<file path="src/wsrx_pkg.sv">
// Shared types, codes and constants of the WebSocket receive deframer.
// Used by every module in src; depends on nothing.
`default_nettype none

package wsrx_pkg;

	localparam int unsigned CFG_W = 32;
	localparam int unsigned LEN_W = 64;

	localparam logic [CFG_W-1:0] MAX_FRAME_RST = 32'd1048576;
	localparam logic [CFG_W-1:0] MAX_MSG_RST   = 32'd4194304;

	typedef enum logic [0:0] {
		CFG_MAX_FRAME = 1'b0,
		CFG_MAX_MSG   = 1'b1
	} cfg_idx_t;

	typedef enum logic [2:0] {
		PH_HDR0    = 3'd0,
		PH_HDR1    = 3'd1,
		PH_EXT     = 3'd2,
		PH_PAYLOAD = 3'd3,
		PH_DEAD    = 3'd4
	} phase_t;

	// Header byte fields.
	localparam logic [7:0] FIN_MASK   = 8'h80;
	localparam logic [7:0] RSV_MASK   = 8'h70;
	localparam logic [7:0] OPC_MASK   = 8'h0F;
	localparam logic [7:0] LEN7_MASK  = 8'h7F;
	localparam logic [6:0] LEN_CODE16 = 7'd126;
	localparam logic [6:0] LEN_CODE64 = 7'd127;
	localparam logic [3:0] EXT_BYTES16 = 4'd2;
	localparam logic [3:0] EXT_BYTES64 = 4'd8;
	localparam logic [LEN_W-1:0] CTL_MAX_LEN = 64'd125;
	localparam logic [3:0] OPC_CTL_BIT = 4'h8;

	// Opcodes.
	localparam logic [3:0] OP_CONT  = 4'h0;
	localparam logic [3:0] OP_TEXT  = 4'h1;
	localparam logic [3:0] OP_BIN   = 4'h2;
	localparam logic [3:0] OP_CLOSE = 4'h8;
	localparam logic [3:0] OP_PING  = 4'h9;
	localparam logic [3:0] OP_PONG  = 4'hA;

	// Frame kinds on the result.
	localparam logic [1:0] KIND_TEXT  = 2'd0;
	localparam logic [1:0] KIND_BIN   = 2'd1;
	localparam logic [1:0] KIND_PING  = 2'd2;
	localparam logic [1:0] KIND_CLOSE = 2'd3;

	// Error codes.
	localparam logic [3:0] ERR_NONE      = 4'd0;
	localparam logic [3:0] ERR_RESERVED  = 4'd1;
	localparam logic [3:0] ERR_MASKED    = 4'd2;
	localparam logic [3:0] ERR_FRAME_BIG = 4'd3;
	localparam logic [3:0] ERR_CTL_LONG  = 4'd4;
	localparam logic [3:0] ERR_CTL_FRAG  = 4'd5;
	localparam logic [3:0] ERR_OPCODE    = 4'd6;
	localparam logic [3:0] ERR_OVERLAP   = 4'd7;
	localparam logic [3:0] ERR_ORPHAN    = 4'd8;
	localparam logic [3:0] ERR_MSG_BIG   = 4'd9;

	// Close payload position, saturating after the status bytes.
	localparam logic [1:0] IDX_FIRST = 2'd0;
	localparam logic [1:0] IDX_SECOND = 2'd1;
	localparam logic [1:0] IDX_REST  = 2'd2;

	typedef struct packed {
		logic [7:0]  data_byte;
		logic        has_data;
		logic [1:0]  frame_kind;
		logic        frame_last;
		logic        message_last;
		logic [15:0] status_code;
		logic [3:0]  error_code;
	} result_t;

	function automatic logic [1:0] kind_of(input logic [3:0] opcode, input logic msg_bin);
		logic [1:0] k;
		if (opcode == OP_PING) begin
			k = KIND_PING;
		end else if (opcode == OP_CLOSE) begin
			k = KIND_CLOSE;
		end else if (opcode == OP_PONG) begin
			k = KIND_TEXT;
		end else begin
			k = msg_bin ? KIND_BIN : KIND_TEXT;
		end
		return k;
	endfunction

endpackage

`default_nettype wire

</file>
<file path="src/wsrx_in_stage.sv">
// Input register stage of the WebSocket receive deframer.
// Holds one received byte until the parser can take it; uses wsrx_pkg.
`default_nettype none

module wsrx_in_stage (
	input  wire logic       clk,
	input  wire logic       arst_n,
	input  wire logic       in_valid,
	input  wire logic [7:0] rx_byte,
	output logic            in_stall,
	input  wire logic       advance,
	output logic            valid_s1,
	output logic [7:0]      byte_s1
);
	import wsrx_pkg::*;

	// The stage is free when empty or when its item moves on this cycle.
	assign in_stall = valid_s1 && !advance;

	always_ff @(posedge clk or negedge arst_n) begin
		if (!arst_n) begin
			valid_s1 <= 1'b0;
		end else if (!in_stall) begin
			valid_s1 <= in_valid;
		end
	end

	always_ff @(posedge clk) begin
		if (!in_stall && in_valid) begin
			byte_s1 <= rx_byte & 8'hFF;
		end
	end

endmodule

`default_nettype wire

</file>
<file path="src/wsrx_parser.sv">
// Frame parser of the WebSocket receive deframer: header state, limit and
// fragmentation checks, configuration registers. Uses wsrx_pkg.
`default_nettype none

module wsrx_parser (
	input  wire logic                   clk,
	input  wire logic                   arst_n,
	input  wire logic                   item_valid,
	input  wire logic [7:0]             rx_byte,
	input  wire logic                   cfg_we,
	input  wire logic                   cfg_index,
	input  wire logic [wsrx_pkg::CFG_W-1:0] cfg_data,
	output logic                        res_valid,
	output wsrx_pkg::result_t           res
);
	import wsrx_pkg::*;

	phase_t             phase_q, phase_d;
	logic               fin_q, fin_d;
	logic [3:0]         opcode_q, opcode_d;
	logic [LEN_W-1:0]   flen_q, flen_d;
	logic [3:0]         ext_left_q, ext_left_d;
	logic [LEN_W-1:0]   pay_left_q, pay_left_d;
	logic [1:0]         pay_idx_q, pay_idx_d;
	logic               in_msg_q, in_msg_d;
	logic               msg_bin_q, msg_bin_d;
	logic [LEN_W-1:0]   msg_total_q, msg_total_d;
	logic [15:0]        close_q, close_d;
	logic               rsv_q, rsv_d;
	logic               masked_q, masked_d;
	logic [CFG_W-1:0]   max_frame_q;
	logic [CFG_W-1:0]   max_msg_q;

	logic [6:0]         len7;
	logic [LEN_W-1:0]   msg_sum;

	assign len7 = rx_byte[6:0] & LEN7_MASK[6:0];
	assign msg_sum = msg_total_q + flen_d;

	always_ff @(posedge clk or negedge arst_n) begin
		if (!arst_n) begin
			max_frame_q <= MAX_FRAME_RST;
			max_msg_q   <= MAX_MSG_RST;
		end else if (cfg_we) begin
			unique case (cfg_idx_t'(cfg_index))
				CFG_MAX_FRAME: max_frame_q <= cfg_data;
				CFG_MAX_MSG:   max_msg_q   <= cfg_data;
				default: ;
			endcase
		end
	end

	always_ff @(posedge clk or negedge arst_n) begin
		if (!arst_n) begin
			phase_q     <= PH_HDR0;
			fin_q       <= 1'b0;
			opcode_q    <= 4'h0;
			flen_q      <= '0;
			ext_left_q  <= 4'h0;
			pay_left_q  <= '0;
			pay_idx_q   <= IDX_FIRST;
			in_msg_q    <= 1'b0;
			msg_bin_q   <= 1'b0;
			msg_total_q <= '0;
			close_q     <= 16'h0;
			rsv_q       <= 1'b0;
			masked_q    <= 1'b0;
		end else begin
			phase_q     <= phase_d;
			fin_q       <= fin_d;
			opcode_q    <= opcode_d;
			flen_q      <= flen_d;
			ext_left_q  <= ext_left_d;
			pay_left_q  <= pay_left_d;
			pay_idx_q   <= pay_idx_d;
			in_msg_q    <= in_msg_d;
			msg_bin_q   <= msg_bin_d;
			msg_total_q <= msg_total_d;
			close_q     <= close_d;
			rsv_q       <= rsv_d;
			masked_q    <= masked_d;
		end
	end

	always_comb begin
		logic       hdr_done;
		logic       mask_c;
		logic       ctl;
		logic       last;
		logic [3:0] err;

		phase_d     = phase_q;
		fin_d       = fin_q;
		opcode_d    = opcode_q;
		flen_d      = flen_q;
		ext_left_d  = ext_left_q;
		pay_left_d  = pay_left_q;
		pay_idx_d   = pay_idx_q;
		in_msg_d    = in_msg_q;
		msg_bin_d   = msg_bin_q;
		msg_total_d = msg_total_q;
		close_d     = close_q;
		rsv_d       = rsv_q;
		masked_d    = masked_q;
		res_valid   = 1'b0;
		res         = '0;
		hdr_done    = 1'b0;
		mask_c      = masked_q;
		ctl         = |(opcode_q & OPC_CTL_BIT);
		last        = 1'b0;
		err         = ERR_NONE;

		if (item_valid) begin
			unique case (phase_q)
				PH_HDR0: begin
					fin_d    = |(rx_byte & FIN_MASK);
					rsv_d    = |(rx_byte & RSV_MASK);
					opcode_d = rx_byte[3:0] & OPC_MASK[3:0];
					phase_d  = PH_HDR1;
				end
				PH_HDR1: begin
					masked_d = |(rx_byte & FIN_MASK);
					if (len7 == LEN_CODE16 || len7 == LEN_CODE64) begin
						ext_left_d = (len7 == LEN_CODE16) ? EXT_BYTES16 : EXT_BYTES64;
						flen_d     = '0;
						phase_d    = PH_EXT;
					end else begin
						flen_d   = {{(LEN_W-7){1'b0}}, len7};
						mask_c   = masked_d;
						hdr_done = 1'b1;
					end
				end
				PH_EXT: begin
					flen_d     = {flen_q[LEN_W-9:0], rx_byte};
					ext_left_d = ext_left_q - 4'd1;
					hdr_done   = (ext_left_q == 4'd1);
				end
				PH_PAYLOAD: begin
					pay_left_d = pay_left_q - 64'd1;
					last       = (pay_left_q == 64'd1);
					if (last) begin
						phase_d = PH_HDR0;
					end
					if (pay_idx_q != IDX_REST) begin
						pay_idx_d = pay_idx_q + 2'd1;
					end
					if (opcode_q != OP_PONG) begin
						res_valid          = 1'b1;
						res.data_byte      = rx_byte;
						res.has_data       = 1'b1;
						res.frame_kind     = kind_of(opcode_q, msg_bin_q);
						res.frame_last     = last;
						res.message_last   = last && (ctl || fin_q);
						if (opcode_q == OP_CLOSE) begin
							if (pay_idx_q == IDX_FIRST) begin
								close_d = {rx_byte, 8'h00};
							end else if (pay_idx_q == IDX_SECOND) begin
								close_d = {close_q[15:8], rx_byte};
							end
							if (pay_idx_q != IDX_FIRST) begin
								res.status_code = close_d;
							end
						end
					end
				end
				default: ;
			endcase

			// All header checks are decided when the last length byte arrives.
			if (hdr_done) begin
				if (rsv_q) begin
					err = ERR_RESERVED;
				end else if (mask_c) begin
					err = ERR_MASKED;
				end else if (flen_d > {{(LEN_W-CFG_W){1'b0}}, max_frame_q}) begin
					err = ERR_FRAME_BIG;
				end else if (ctl && flen_d > CTL_MAX_LEN) begin
					err = ERR_CTL_LONG;
				end else if (ctl && !fin_q) begin
					err = ERR_CTL_FRAG;
				end else begin
					case (opcode_q) inside
						OP_CLOSE, OP_PING, OP_PONG: ;
						OP_TEXT, OP_BIN: begin
							if (in_msg_q) begin
								err = ERR_OVERLAP;
							end else if (!fin_q &&
								flen_d > {{(LEN_W-CFG_W){1'b0}}, max_msg_q}) begin
								err = ERR_MSG_BIG;
							end else begin
								in_msg_d    = !fin_q;
								msg_bin_d   = (opcode_q == OP_BIN);
								msg_total_d = flen_d;
							end
						end
						OP_CONT: begin
							if (!in_msg_q) begin
								err = ERR_ORPHAN;
							end else if (msg_sum > {{(LEN_W-CFG_W){1'b0}}, max_msg_q}) begin
								err = ERR_MSG_BIG;
							end else begin
								msg_total_d = msg_sum;
								if (fin_q) begin
									in_msg_d = 1'b0;
								end
							end
						end
						default: err = ERR_OPCODE;
					endcase
				end

				if (err != ERR_NONE) begin
					// Fatal: report once, then ignore the stream until reset.
					phase_d        = PH_DEAD;
					res_valid      = 1'b1;
					res.error_code = err;
				end else begin
					if (opcode_q == OP_CLOSE) begin
						in_msg_d = 1'b0;
						close_d  = 16'h0;
					end
					pay_left_d = flen_d;
					pay_idx_d  = IDX_FIRST;
					if (flen_d == '0) begin
						phase_d = PH_HDR0;
						if (opcode_q != OP_PONG) begin
							res_valid        = 1'b1;
							res.frame_kind   = kind_of(opcode_q, msg_bin_d);
							res.frame_last   = 1'b1;
							res.message_last = ctl || fin_q;
						end
					end else begin
						phase_d = PH_PAYLOAD;
					end
				end
			end
		end
	end

endmodule

`default_nettype wire

</file>
<file path="src/wsrx_out_reg.sv">
// Result register of the WebSocket receive deframer.
// Holds one result item until the receiver takes it; uses wsrx_pkg.
`default_nettype none

module wsrx_out_reg (
	input  wire logic              clk,
	input  wire logic              arst_n,
	input  wire logic              item_valid,
	input  wire logic              res_valid,
	input  wire wsrx_pkg::result_t res,
	input  wire logic              out_stall,
	output logic                   advance,
	output logic                   out_valid,
	output wsrx_pkg::result_t      res_q
);
	import wsrx_pkg::*;

	// The register can be loaded when it is empty or being emptied now.
	assign advance = !out_valid || !out_stall;

	always_ff @(posedge clk or negedge arst_n) begin
		if (!arst_n) begin
			out_valid <= 1'b0;
		end else if (advance) begin
			out_valid <= item_valid && res_valid;
		end
	end

	always_ff @(posedge clk) begin
		if (advance && item_valid && res_valid) begin
			res_q <= res;
		end
	end

endmodule

`default_nettype wire

</file>
<file path="src/websocket_rx_deframer_top.sv">
// Top level of the WebSocket receive deframer (server-to-client frames).
// Instantiates wsrx_in_stage, wsrx_parser and wsrx_out_reg; uses wsrx_pkg.
//
// Usage: received stream bytes enter on rx_byte with in_valid; a byte is taken
// at a clock edge where in_valid is high and in_stall is low. Result items leave
// on the payload ports with out_valid and are taken when out_stall is low.
// Each byte yields zero or one item: a payload byte, an empty-frame marker, or
// a single error item, after which all bytes are swallowed until reset.
// A taken byte is held in the input register; the parse logic then loads its
// item into the result register, from which it drives the outputs. One byte
// per clock is sustained while out_stall is low; the rate is set by the single
// parse step between the two registers, which also updates the frame and
// message state. When the receiver holds out_stall with a result waiting, the
// byte in the input register waits and in_stall rises, so at most one extra
// byte is held. Reset (arst_n low) clears the parse state and the open message
// and restores max_frame_len to 1048576 and max_message_len to 4194304. The
// limits are written through cfg_we, cfg_index and cfg_data; the user must
// write them only while the block is idle, as the block does not enforce it.
`default_nettype none

module websocket_rx_deframer_top (
	input  wire logic                       clk,
	input  wire logic                       arst_n,
	input  wire logic                       in_valid,
	output logic                            in_stall,
	input  wire logic [7:0]                 rx_byte,
	output logic                            out_valid,
	input  wire logic                       out_stall,
	output logic [7:0]                      data_byte,
	output logic                            has_data,
	output logic [1:0]                      frame_kind,
	output logic                            frame_last,
	output logic                            message_last,
	output logic [15:0]                     status_code,
	output logic [3:0]                      error_code,
	input  wire logic                       cfg_we,
	input  wire logic                       cfg_index,
	input  wire logic [wsrx_pkg::CFG_W-1:0] cfg_data
);
	import wsrx_pkg::*;

	logic       advance;
	logic       valid_s1;
	logic [7:0] byte_s1;
	logic       res_valid;
	result_t    res;
	result_t    res_q;

	wsrx_in_stage u_in_stage (
		.clk      (clk),
		.arst_n   (arst_n),
		.in_valid (in_valid),
		.rx_byte  (rx_byte),
		.in_stall (in_stall),
		.advance  (advance),
		.valid_s1 (valid_s1),
		.byte_s1  (byte_s1)
	);

	wsrx_parser u_parser (
		.clk        (clk),
		.arst_n     (arst_n),
		.item_valid (valid_s1 && advance),
		.rx_byte    (byte_s1),
		.cfg_we     (cfg_we),
		.cfg_index  (cfg_index),
		.cfg_data   (cfg_data),
		.res_valid  (res_valid),
		.res        (res)
	);

	wsrx_out_reg u_out_reg (
		.clk        (clk),
		.arst_n     (arst_n),
		.item_valid (valid_s1),
		.res_valid  (res_valid),
		.res        (res),
		.out_stall  (out_stall),
		.advance    (advance),
		.out_valid  (out_valid),
		.res_q      (res_q)
	);

	assign data_byte    = res_q.data_byte;
	assign has_data     = res_q.has_data;
	assign frame_kind   = res_q.frame_kind;
	assign frame_last   = res_q.frame_last;
	assign message_last = res_q.message_last;
	assign status_code  = res_q.status_code;
	assign error_code   = res_q.error_code;

endmodule

`default_nettype wire

</file>
<file path="config.mk">
export PLATFORM = sky130hd
export DESIGN_NAME = websocket_rx_deframer_top
export DESIGN_NICKNAME = d
export VERILOG_FILES = /design/src/wsrx_pkg.sv /design/src/wsrx_in_stage.sv /design/src/wsrx_parser.sv /design/src/wsrx_out_reg.sv /design/src/websocket_rx_deframer_top.sv
export SDC_FILE = /design/constraint.sdc
export NUM_CORES = 1
export LEC_CHECK = 0
export ABC_AREA = 1
export BUFFER_PORTS_ARGS = -buffer_cell sky130_fd_sc_hd__buf_2
export CAP_MARGIN = 10
export CORE_AREA = 3 3 269 271
export DETAILED_ROUTE_END_ITERATION = 12
export DIE_AREA = 0 0 272 274
export PLACE_DENSITY = 0.58
export SLEW_MARGIN = 20
export SYNTH_ARGS = -nofsm -noshare
export SYNTH_HDL_FRONTEND = slang
export SYNTH_SLANG_ARGS = --single-unit
</file>
<file path="constraint.sdc">
create_clock -name clk -period 5.7 [get_ports clk]
set_input_delay 1.14 -clock clk [delete_from_list [all_inputs] [get_ports clk]]
set_output_delay 1.14 -clock clk [all_outputs]
set_load 0.02 [all_outputs]
</file>
== Word-level counts from Yosys, hierarchy flattened ==
Cells that the tools add are included.

* Flip-flop bits (word level): 333
* Input bits: 46
* Output and inout port bits: 35
* Word-level logic and storage cells: 206

* Add/sub/neg operators: 4
* Order comparisons: 4
* Eq/ne operators: 21
* Muxes and demuxes: 103
* Bitwise logic cells: 7
* Reduce and logical (&&, ||, !) cells: 42

{| class="wikitable"
|+ Operators with widths
! cell !! count
|-
| $mux W64 || 11
|-
| $gt A64 B32 Y1 || 3
|-
| $mux W16 || 9
|-
| $pmux W64 S2 || 1
|-
| $mux W4 || 20
|-
| $add A64 B64 Y64 || 1
|-
| $eq A64 B1 Y1 const B || 1
|-
| $gt A64 B7 Y1 const B || 1
|-
| $logic_not A64 Y1 || 1
|-
| $sub A64 B1 Y64 const B || 1
|-
| $mux W1 || 40
|-
| $mux W2 || 11
|-
| $mux W21 || 1
|-
| $mux W20 || 1
|-
| $eq A7 B7 Y1 const B || 2
|-
| $reduce_and A13 Y1 || 1
|-
| $eq A4 B4 Y1 const B || 3
|-
| $mux W3 || 4
|-
| $reduce_and A2 Y1 || 6
|-
| $logic_and A1 B1 Y1 || 9
|-
| $pmux W3 S3 || 1
|-
| $reduce_and A3 Y1 || 3
|-
| $eq A4 B1 Y1 const B || 2
|-
| $mux W8 || 1
|-
| 25 further kinds || 47
|}

== Longest topological paths before layout ==
* Depth after elaboration: 26
* Depth in mapped cells: 46
* Depth with buffers taken out: 45

== Modules after synthesis ==
From an unflattened synthesis, not the netlist that was laid out.

* Cell total of the unflattened synthesis: 3705
* Area total of the unflattened synthesis: 24727.5 um^2

{| class="wikitable"
|+ By module, submodules not included
! module !! instances !! cells each !! area an instance (um^2) !! sequential area each (um^2)
|-
| wsrx_parser || 1 || 3649 || 23382.4 || 7259.5
|-
| wsrx_out_reg || 1 || 39 || 1039.7 || 1016.0
|-
| wsrx_in_stage || 1 || 15 || 297.8 || 265.3
|-
| websocket_rx_deframer_top || 1 || 2 || 7.5 || 0.0
|}

== Least setup slack after synthesis ==
No wires, ideal clock.

* Path type: input to register
* Start: input port out_stall
* End: register, netlist name u_out_reg.res_q[0]
* Setup time: 0.571 ns
* Arrival time: 6.435 ns
* Required time: 5.129 ns
* Setup slack: -1.305 ns
* Stages: 36
* Path buffers: 3
* Cell sequence: nand2_1 nand2_1 clkbuf_1 clkbuf_1 clkbuf_1 o22ai_1 ha_1 nand2_1 nor2_1 nand2_1 nand2_1 nand2_1 nand2_1 nand2_1 nand2_1 xor2_1 ha_1 a21o_1 inv_1 o21a_1 nand2_1 a21oi_1 a21oi_1 nor2_1 nand3_1 nor2_1 nand2_1 nor2_1 nand2_1 o21ai_1 nand2_1 a21oi_4 and3_1 inv_1 nand2_1 nand3_1

* Cells in the longest elaborated chain, start to end: 23

{| class="wikitable"
|+ Ends and longest elaborated chain
! item !! line !! text
|-
| start: declaration || websocket_rx_deframer_top.sv:28 || <nowiki>input wire logic out_stall,</nowiki>
|-
| $logic_not A1 Y1 || wsrx_out_reg.sv:19 || <nowiki>assign advance = !out_valid || !out_stall;</nowiki>
|-
| $logic_or A1 B1 Y1 || wsrx_out_reg.sv:19 ||
|-
| $logic_and A1 B1 Y1 || websocket_rx_deframer_top.sv:63 || <nowiki>.item_valid (valid_s1 && advance),</nowiki>
|-
| $mux W64 || wsrx_parser.sv:113 || <nowiki>if (item_valid) begin</nowiki>
|-
| net u_parser.flen_d[3] || wsrx_parser.sv:21 || <nowiki>logic [LEN_W-1:0] flen_q, flen_d;</nowiki>
|-
| $add A64 B64 Y64 || wsrx_parser.sv:38 || <nowiki>assign msg_sum = msg_total_q + flen_d;</nowiki>
|-
| $gt A64 B32 Y1 || wsrx_parser.sv:199 || <nowiki>end else if (msg_sum > {{(LEN_W-CFG_W){1'b0}}, max_msg_q}) begin</nowiki>
|-
| $mux W4 || wsrx_parser.sv:199 ||
|-
| [... 8 more ...] || - ||
|-
| $mux W4 || wsrx_parser.sv:171 || <nowiki>if (rsv_q) begin</nowiki>
|-
| $mux W4 || wsrx_parser.sv:170 || <nowiki>if (hdr_done) begin</nowiki>
|-
| $mux W4 || wsrx_parser.sv:113 ||
|-
| $reduce_bool A4 Y1 || wsrx_parser.sv:212 || <nowiki>if (err != ERR_NONE) begin</nowiki>
|-
| $mux W1 || wsrx_parser.sv:212 ||
|-
| $mux W1 || wsrx_parser.sv:170 ||
|-
| $mux W1 || wsrx_parser.sv:113 ||
|-
| $logic_and A1 B1 Y1 || wsrx_out_reg.sv:30 || <nowiki>if (advance && item_valid && res_valid) begin</nowiki>
|}

The timed path passes the listed nets, and every way through them passes these cells. The select of a mux whose other input is x is not followed.
A chain may end at the register's enable or synchronous reset.

== Final worst setup path ==
* Start: input port out_stall
* End: register, netlist name u_out_reg.res_q[7]

* Cells in the longest elaborated chain, start to end: 23

{| class="wikitable"
|+ Ends and longest elaborated chain
! item !! line
|-
| $logic_not A1 Y1 || wsrx_out_reg.sv:19
|-
| $logic_or A1 B1 Y1 || wsrx_out_reg.sv:19
|-
| $logic_and A1 B1 Y1 || websocket_rx_deframer_top.sv:63
|-
| $mux W64 || wsrx_parser.sv:113
|-
| net u_parser.flen_d[10] || wsrx_parser.sv:21
|-
| $add A64 B64 Y64 || wsrx_parser.sv:38
|-
| $gt A64 B32 Y1 || wsrx_parser.sv:199
|-
| $mux W4 || wsrx_parser.sv:199
|-
| [... 8 more ...] || -
|-
| $mux W4 || wsrx_parser.sv:171
|-
| $mux W4 || wsrx_parser.sv:170
|-
| $mux W4 || wsrx_parser.sv:113
|-
| $reduce_bool A4 Y1 || wsrx_parser.sv:212
|-
| $mux W1 || wsrx_parser.sv:212
|-
| $mux W1 || wsrx_parser.sv:170
|-
| $mux W1 || wsrx_parser.sv:113
|-
| $logic_and A1 B1 Y1 || wsrx_out_reg.sv:30
|}

The timed path passes the listed nets, and every way through them passes these cells. The select of a mux whose other input is x is not followed.

==> impl_metrics.ini <==
[setup_path]
worst_ep_required_time_ps = 6040
critical_path.endpoint_type = flop
start_kind = primary input
worst-endpoint-arrival_ps = 5920
worst_path_most_repeated_cell = sky130_fd_sc_hd__nand2_1
critPathSlowestCell = sky130_fd_sc_hd__ha_4
timing.setup.critical_path_class = in -> reg
crit_path_max_incr_delay_ps = 330
path_max_fanout = 13

[flow_run]
cap_violations = 0

[timing]
finalHoldViolCount = 0
period_share_pct = 98.0
setup_viol = 0
worst-slew-pin-transition_ps = 1010
hold_slack_ps = 480
rsz0062_at_grt = yes
slew_headroom_pct = 32.5
timing.final.max_slew_violations = 0
fmax_ghz = 0.179
finalWorstPathRequiredPeriod_ps = 5580
fin_skew_ps = 20.8

[route]
postRouteWirelength_um = 84100
drc = 0
detail_route.iter0.violations = 2101
first_pass_iters = 6
avg_wl_per_cell_um = 16.8
detail-route-antenna-nets = 0
num_vias = 24272
per_cell_via_count_in_the_routed_design = 4.86

[synthesis]
ys.flop_type = sky130_fd_sc_hd__dfrtp_1
synth-seq-cells = 333
cell_count_after_synthesis = 3634
ys_types = 56
mappedNetlistArea_mm2 = 0.0244
ys_async_sr_fraction_pct = 87.7
mappedNetlistNets = 3846
ys_warn_count = 0
average_instance_area_after_synthesis_um2 = 6.72
yosysTopAreaCellShare_pct = 29.7
synth_largest_area_cell = sky130_fd_sc_hd__dfrtp_1
synth_edf_count = 41
synth-seq-area-share_pct = 35.0
top_cells_by_area_in_the_synthesized_netlist = sky130_fd_sc_hd__dfrtp_1, sky130_fd_sc_hd__nand2_1, sky130_fd_sc_hd__inv_1

[power]
ratio_of_total_power_to_cell_area_mw_per_mm2 = 187
ir_worst_vdd_v = 0.000184
power.switching_fraction_pct = 26.9
comb_power_share_pct = 11.2
static-leakage-power_nw = 16.3
total_power_w = 0.00594
cell_internal_pwr_w = 0.00434
clock_power_share_pct = 46.1
switchingPower_w = 0.00160
sequentialPowerShare_pct = 42.7

[floorplan]
placement_rows = 97
pin_count = 81
fp.dieH_um = 274
core_area_mm2 = 0.0700
die_width_um = 272
initial_core_util_pct = 34.9
dieArea_mm2 = 0.0745

[cts]
clk_latency_ps = 590
cts.path.max_buffers = 3
hold_buffers = 0
clock_tree.htree_level_count = 2
tritoncts = built
tritoncts.num_buffers = 43
clk_root_buffer_cell = sky130_fd_sc_hd__clkbuf_16
cts.reportedPaths.clkPinSlew_ps = 50
clkSinkCount = 333

[finish]
antenna_fix_cells = 0
mostFrequentLayoutCells = sky130_fd_sc_hd__nand2_1, sky130_fd_sc_hd__inv_1, sky130_fd_sc_hd__nor2_1
mostFrequentLayoutCell = sky130_fd_sc_hd__nand2_1
final_layout_size_suffix_gt1_share_pct = 20.3
postLayoutCoreUtil_pct = 45.5
layout.cells.non_filler = 4994
syn2layout_area_growth_pct = 30.4
fill_cells = 7139
finalInstanceArea_mm2 = 0.0318
final_layout_net_count = 4233

[global_route]
grt_pass1_wl_um = 127000
grt_usage_pct = 21.5
gr_ovfl_total = 0
grt_max_degree = 124
number_of_global_route_vias_before_repair = 23269
antenna_found_initial = 1

[min_path]
hold_path_class = reg -> reg

[place]
gpl.final_weighted_congestion = 0.959
post_dp_cell_area_mm2 = 0.0280
place.detailed.instances = 4852
port_buffers = 80
hpwl_detailed_um = 63000

[outcome]
run_status = completed
synth_stat cells (2+ instances only):
cell                       instances
sky130_fd_sc_hd__dfstp_2           2
sky130_fd_sc_hd__o221ai_1          2
sky130_fd_sc_hd__buf_4             6
sky130_fd_sc_hd__inv_1           650
sky130_fd_sc_hd__o21ai_0         195
sky130_fd_sc_hd__inv_2             8
sky130_fd_sc_hd__nor3_1           27
sky130_fd_sc_hd__nor4b_1           3
sky130_fd_sc_hd__nor2_4            5
sky130_fd_sc_hd__and3_1            2
sky130_fd_sc_hd__xnor2_1          21
sky130_fd_sc_hd__nor2_2            7
sky130_fd_sc_hd__o21a_1            2
sky130_fd_sc_hd__o22ai_1          62
sky130_fd_sc_hd__nand2_4           2
sky130_fd_sc_hd__nand3_1         132
sky130_fd_sc_hd__nor4_1           21
sky130_fd_sc_hd__o211ai_1          6
sky130_fd_sc_hd__nand2_2           3
sky130_fd_sc_hd__o21bai_1          6
sky130_fd_sc_hd__a21oi_2           2
sky130_fd_sc_hd__buf_2            18
sky130_fd_sc_hd__or2_2             3
sky130_fd_sc_hd__nor2_1          390
sky130_fd_sc_hd__nor3_2            4
sky130_fd_sc_hd__buf_1             8
sky130_fd_sc_hd__nand3_2           2
sky130_fd_sc_hd__nand2_1        1123
sky130_fd_sc_hd__a211oi_1          3
sky130_fd_sc_hd__a31oi_1          30
sky130_fd_sc_hd__dfrtp_1         290
sky130_fd_sc_hd__a21oi_1         112
sky130_fd_sc_hd__a21o_1            5
sky130_fd_sc_hd__o31ai_1           2
sky130_fd_sc_hd__o21ai_1          57
sky130_fd_sc_hd__nand4_1          59
sky130_fd_sc_hd__xor2_1           74
sky130_fd_sc_hd__clkbuf_1         53
sky130_fd_sc_hd__ha_1            165
sky130_fd_sc_hd__clkinv_1          2
sky130_fd_sc_hd__and2_1            3
sky130_fd_sc_hd__nand3b_1         10
sky130_fd_sc_hd__buf_6             4
sky130_fd_sc_hd__edfxtp_1         41
cells by family after synthesis:
family	share of synthesized area, %
compound gates	10.9
simple gates	30.3
xor+xnor	3.41
flops	35.0
fa+ha+maj	8.54
buf+inv	11.8
state kept, by name, indices dropped and copies added, names as in the netlist, 8 cells and up:
register and flops:
u_in_stage.byte_s1 8, u_out_reg.res_q 33, u_parser.close_q 16, u_parser.flen_q 64
u_parser.max_frame_q 32, u_parser.max_msg_q 32, u_parser.msg_total_q 64, u_parser.pay_left_q 64
stage by stage:
step,setup WS [ps],setup TNS (ps)
after detailed placement,-806,-110380
after floorplan,-23.7,-783
final,116,0
after global placement,-779,-106420
after CTS,9.11,0
after global routing,-159,-11670
power groups by stage:
stage / registers (W) / clock network, W / logic [W]
floorplan: 0.00256 / 0 / 0.000384
global placement: 0.00257 / 0 / 0.000596
detailed placement: 0.00258 / 0 / 0.000606
CTS: 0.00253 / 0.00280 / 0.000615
global route: 0.00254 / 0.00289 / 0.000768
finish: 0.00254 / 0.00274 / 0.000666
area by class of cell:
| type | count | area (um^2) | share of cell area [%] |
|---|---|---|---|
| inverters | 660 | 2490 | 7.83 |
| repair buffers | 431 | 3420 | 10.7 |
| well taps | 940 | 1180 | 3.69 |
| clock inverters | 20 | 175 | 0.550 |
| clock buffers | 58 | 1230 | 3.87 |
| multi-input cells | 2552 | 14800 | 46.5 |
| flip-flops and latches | 333 | 8540 | 26.8 |
path summary, 6_finish.rpt:
path                       cells past startpoint                                start  slack, ps                                  end
min reg2reg                                    2  u_parser.max_frame_q[9]$_DFFE_PN0P_        480  u_parser.max_frame_q[9]$_DFFE_PN0P_
min                                            2  u_parser.max_frame_q[9]$_DFFE_PN0P_        480  u_parser.max_frame_q[9]$_DFFE_PN0P_
min in group asynchronous                      1                               arst_n        570  u_parser.pay_left_q[17]$_DFFE_PN0P_
max in group asynchronous                      2                               arst_n       3960        u_parser.flen_q[62]$_DFF_PN0_
max                                           44                            out_stall        120     u_out_reg.res_q[7]$_SDFFCE_PN0P_
max reg2reg                                   42      u_parser.phase_q[2]$_DFFE_PN0P_        160     u_out_reg.res_q[7]$_SDFFCE_PN0P_
metal layers:
| layer | track usage, % | wire [um] | up-vias |
|---|---|---|---|
| met2 | 35.8 | 38600 | 639 |
| li1 | - | - | 12212 |
| met1 | 28.2 | 37400 | 11249 |
| met5 | 0 | 0 | - |
| met3 | 3.82 | 5170 | 172 |
| met4 | 7.51 | 3050 | 0 |
critical path, delay by kind of cell:
kind,cells,cell delay (ps)
buf+inv,9,990
compound gates,5,600
xor+xnor,1,210
simple gates,27,2390
fa+ha+maj,2,570
timing repair:
| action | CTS | global route |
|---|---|---|
| resized for setup | 47 | 316 |
| setup buffers | 8 | 48 |
| setup endpoints to repair | 127 | 129 |
| gates cloned | 2 | 9 |
| pin swaps | 13 | 102 |
No activity file was read; power rests on OpenSTA's default activity.
